$ cat src/sv/csr_sparse_matrix_store_top_defines.svh
// Assertion macros for the sparse matrix store.
`ifndef CSR_SPARSE_MATRIX_STORE_TOP_DEFINES_SVH
`define CSR_SPARSE_MATRIX_STORE_TOP_DEFINES_SVH
`ifndef SYNTH
`define SMS_ASSERT_IMPLY(label, clk, rst_n, pre, post) \
    label: assert property (@(posedge clk) disable iff (!rst_n) (pre) |-> (post)) \
        else $error("implication check failed");
`define SMS_ASSERT_NEXT(label, clk, rst_n, pre, post) \
    label: assert property (@(posedge clk) disable iff (!rst_n) (pre) |=> (post)) \
        else $error("next-cycle check failed");
`else
`define SMS_ASSERT_IMPLY(label, clk, rst_n, pre, post)
`define SMS_ASSERT_NEXT(label, clk, rst_n, pre, post)
`endif
`endif

$ cat src/sv/csr_sms_pkg.sv
// Shared constants, codes and types of the sparse matrix store.
package csr_sms_pkg;
    localparam int MAX_ROWS_DEF       = 256;
    localparam int MAX_COLS_DEF       = 256;
    localparam int NNZ_MAX_DEF        = 1024;
    localparam int DENSE_COLS_MAX_DEF = 16;

    localparam logic [2:0] ACT_CLEAR = 3'd0;
    localparam logic [2:0] ACT_SET   = 3'd1;
    localparam logic [2:0] ACT_GET   = 3'd2;
    localparam logic [2:0] ACT_LOAD  = 3'd3;
    localparam logic [2:0] ACT_PROD  = 3'd4;

    localparam logic [1:0] STAT_OK    = 2'd0;
    localparam logic [1:0] STAT_RANGE = 2'd1;
    localparam logic [1:0] STAT_FULL  = 2'd2;

    localparam logic [1:0] CFG_ROWS  = 2'd0;
    localparam logic [1:0] CFG_COLS  = 2'd1;
    localparam logic [1:0] CFG_DCOLS = 2'd2;

    typedef struct packed {
        logic clr;
        logic mul;
        logic acc;
        logic rnd;
    } t_mac_ctl;
endpackage

$ cat src/sv/csr_sms_mac.sv
// Shared multiply-accumulate unit with rounding and Q16.16 saturation.
module csr_sms_mac #(
    parameter int AW = 77
) (
    input  logic                  i_clk,
    input  csr_sms_pkg::t_mac_ctl i_ctl,
    input  logic signed [31:0]    i_a,
    input  logic signed [31:0]    i_b,
    output logic signed [31:0]    o_res
);
    logic signed [63:0]   r_prod;
    logic signed [AW-1:0] r_acc;
    logic [AW-48:0]       hi;

    always_ff @(posedge i_clk) begin
        if (i_ctl.mul) begin
            r_prod <= i_a * i_b;
        end
        if (i_ctl.clr) begin
            r_acc <= '0;
        end else if (i_ctl.acc) begin
            r_acc <= r_acc + {{(AW-64){r_prod[63]}}, r_prod};
        end else if (i_ctl.rnd) begin
            r_acc <= r_acc + AW'(32'h8000);
        end
    end

    // sum fits Q16.16 when bits from 47 up are all sign copies
    assign hi = r_acc[AW-1:47];
    always_comb begin
        if (hi == '0 || hi == '1) begin
            o_res = r_acc[47:16];
        end else if (r_acc[AW-1]) begin
            o_res = 32'sh8000_0000;
        end else begin
            o_res = 32'sh7FFF_FFFF;
        end
    end
endmodule

$ cat config.mk
export PLATFORM = sky130hd
export DESIGN_NAME = csr_sms_mac
export DESIGN_NICKNAME = d
export VERILOG_FILES = /design/src/sv/csr_sparse_matrix_store_top_defines.svh /design/src/sv/csr_sms_pkg.sv /design/src/sv/csr_sms_mac.sv
export SDC_FILE = /design/constraint.sdc
export NUM_CORES = 2
export LEC_CHECK = 0
export BUFFER_PORTS_ARGS = -buffer_cell sky130_fd_sc_hd__buf_4
export CAP_MARGIN = 0
export CORE_ASPECT_RATIO = 0.7
export CORE_MARGIN = 5
export CORE_UTILIZATION = 45
export DETAILED_ROUTE_END_ITERATION = 8
export MAX_ROUTING_LAYER = met4
export SLEW_MARGIN = 20
export SYNTH_ARGS = -nofsm -noshare
export SYNTH_HDL_FRONTEND = slang
export SYNTH_SLANG_ARGS = --single-unit
$ cat constraint.sdc
create_clock -name i_clk -period 7.6 [get_ports i_clk]
set_clock_uncertainty 0.05 [all_clocks]
set_input_delay 0 -clock i_clk [delete_from_list [all_inputs] [get_ports i_clk]]
set_output_delay 0 -clock i_clk [all_outputs]
set_load 0.02 [all_outputs]
==> results.toml <==
[place]
preCtsSetupSlack_ns = -0.0196
place_congestion = 0.914
dpl.hpwl_mm = 109
portBuffers = 100

[sta]
relSlewSlack_pct = 27.0
fin_ws_ns = 0.404
fmax_mhz = 139
period_share_pct = 94.7
drv_slew = 0
rsz0062_at_grt = "no"
final-hold-violation-count = 0
setup_viol = 0
tightestPinTransition_ns = 1.09
fin_crit_ns = 7.20

[critical_path]
r2r_slack_ns = 2.97
cp_common_cell = "fa_1"
max_stage_delay_ns = 0.61
regToRegEndpoint = "r_acc[76]$_SDFFE_PP0N_"
cp.arrival_ns = 7.34
startpoint_type = "input port"
crit_buf_inv = 5
r2r_cells = 12
reg2reg_from = "r_prod[0]$_DFFE_PP_"
critPathTopFamily = "adder cells"
crit_path_end_kind = "register"
critPathMaxFanout = 13
path_class = "in2reg"
slowest_stage = "fa_1"
cp.required_ns = 7.75

[die]
row_count = 98
dieArea_sq_um = 110000
core_region_area_sq_um = 102000
start_util_pct = 45.5
io_pins = 101
dieWidth_microns = 394
dieHeight_microns = 279

[layout]
syn2layout_area_growth_pct = 7.20
fill_cells = 9712
num-nets-final = 6526
mostFrequentLayoutCell = "fa_1"
drive_above_1_share_pct = 6.55
layout_common_cells = "fa_1, inv_1, nand2_1, and2_1, buf_4"

[synthesis]
yosysTopAreaCellShare_pct = 46.6
post_synth_num_cell_types = 86
ys_top_cells_by_area = "fa_1, inv_1, and2_1, ha_1, nand2_1"
syn_avg_cell_area_sq_um = 9.14
yosysTopAreaCell = "fa_1"
synth-async-reset-ratio_pct = 0
ys_seq_elements = 141
syn_inst = 5094
synth_edf_count = 64
synthesis.area_sq_um = 46500
ys_warn_count = 0
ys.flop_type = "dfxtp_1"
syn_nets = 6507
ys_seq_area_share_pct = 7.44

[routing]
routed_wl_mm = 127
vias = 34500
drc = 0
viasPerCell = 5.32
dr.first_iter.drc_count = 2330
ant_nets = 0
first_pass_iters = 7
routedWlPerCell_microns = 19.6

[min_path]
min_path_cells = 2
min-delay-start = "i_ctl[3]"
hp-class = "in2reg"
hold_end = "r_acc[47]$_SDFFE_PP0N_"

[global_route]
grt_pass1_wl_mm = 211
antenna_found_initial = 3
grt_pass1_vias = 37100
grt_overflow = 0
grt_max_degree = 85
grt.total_usage_pct = 24.7

[clock_network]
cts.reportedPaths.clkPinSlew_ns = 0.07
tritoncts = "yes"
clkLatencyLatePin_ns = 0.45
cts_max_level = 4
ctsResizeCount = 0
numCtsBuffers = 17
clock-root-buffer = "clkbuf_16"
clock_path_buffers = 2
cts_setup_buffers = 0
cts_sinks = 141
postCtsHoldBufs = 2

[flow_run]
max-cap-violations = 0

[outcome]
outcome = "finished, final reports clean"
-- routing by layer --
layer  up-vias  GRT usage (%)  wire (microns)
li1      15600              -               -
met1     17700           36.8           61700
met2      1093           36.4           54900
met3       103           4.20            9190
met4         0           3.01            1530
met5         -              -               0
-- synthesized netlist by cell type, types with 17 or more instances --
cell type  number
nand2b_1       18
inv_1         985
edfxtp_1       64
and3_1         17
fa_1         1083
a31oi_1        21
o21ai_0       112
a21oi_1       164
clkbuf_1      247
o21a_1         19
nand2_1       633
nor2_1        169
ha_1          261
nor3_1         38
xnor2_1       127
xor2_1         71
nand3_1        52
nand4_1        43
o21bai_1       23
and2_1        524
dfxtp_1        77
a21o_1         74
a211oi_1       52
buf_2          18
-- sequential cells by signal, summed over array words and instances, names as in the netlist --
name,count
r_acc,77
r_prod,64
-- area by class of cell --
| type | count | area [sq um] | area share (%) |
|---|---|---|---|
| diodes | 1 | 2.50 | 0.00502 |
| clock buffers | 17 | 425 | 0.853 |
| clock inverters | 15 | 139 | 0.278 |
| inverters | 985 | 3700 | 7.41 |
| multi-input cells | 3694 | 38300 | 76.8 |
| flip-flops and latches | 141 | 3460 | 6.94 |
| well taps | 1350 | 1690 | 3.39 |
| repair buffers | 274 | 2170 | 4.36 |
-- worst max path at each step --
stage	start	to	depth (start not counted)
2_1_floorplan	i_a[31]	r_prod[63]$_DFFE_PP_	26
4_1_cts	i_b[9]	r_prod[63]$_DFFE_PP_	26
5_1_grt	i_b[5]	r_prod[63]$_DFFE_PP_	29
3_3_place_gp	i_b[5]	r_prod[63]$_DFFE_PP_	29
3_5_place_dp	i_b[9]	r_prod[63]$_DFFE_PP_	22
6_report	i_b[5]	r_prod[63]$_DFFE_PP_	25
-- logic make-up (layout without fill, tap and decap cells) --
| kind of cell | after synthesis | in the layout | synth area share, % |
|---|---|---|---|
| buffers and inverters | 1259 | 1291 | 10.3 |
| flip-flops | 141 | 141 | 7.44 |
| adder cells (fa/ha/maj) | 1344 | 1344 | 53.6 |
| other | 0 | 1 | 0 |
| multiplexers | 14 | 14 | 0.301 |
| AO/OA/AOI/OAI | 572 | 572 | 7.93 |
| AND/OR/NAND/NOR | 1566 | 1566 | 16.7 |
| XOR/XNOR | 198 | 198 | 3.73 |
-- per-stage QoR --
step / cells / cell area, sq um / util (%) / setup TNS (ns) / hold WS [ns]
floorplan: 5094 / 46500 / - / 0 / 0.0625
CTS: 6476 / 49900 / 48.7 / 0 / 0.0445
global route: 6477 / 49900 / 48.7 / 0 / 0.0652
global placement: 6442 / 49300 / 48.2 / -0.0347 / 0.372
finish: 6477 / 49900 / 48.7 / 0 / 0.0599
detailed placement: 6442 / 49300 / 48.2 / -0.0196 / 0.366
Power is left out: the tool's default activity adds up to more than one toggle a clock period on the data nets, which glitch-free logic cannot reach.
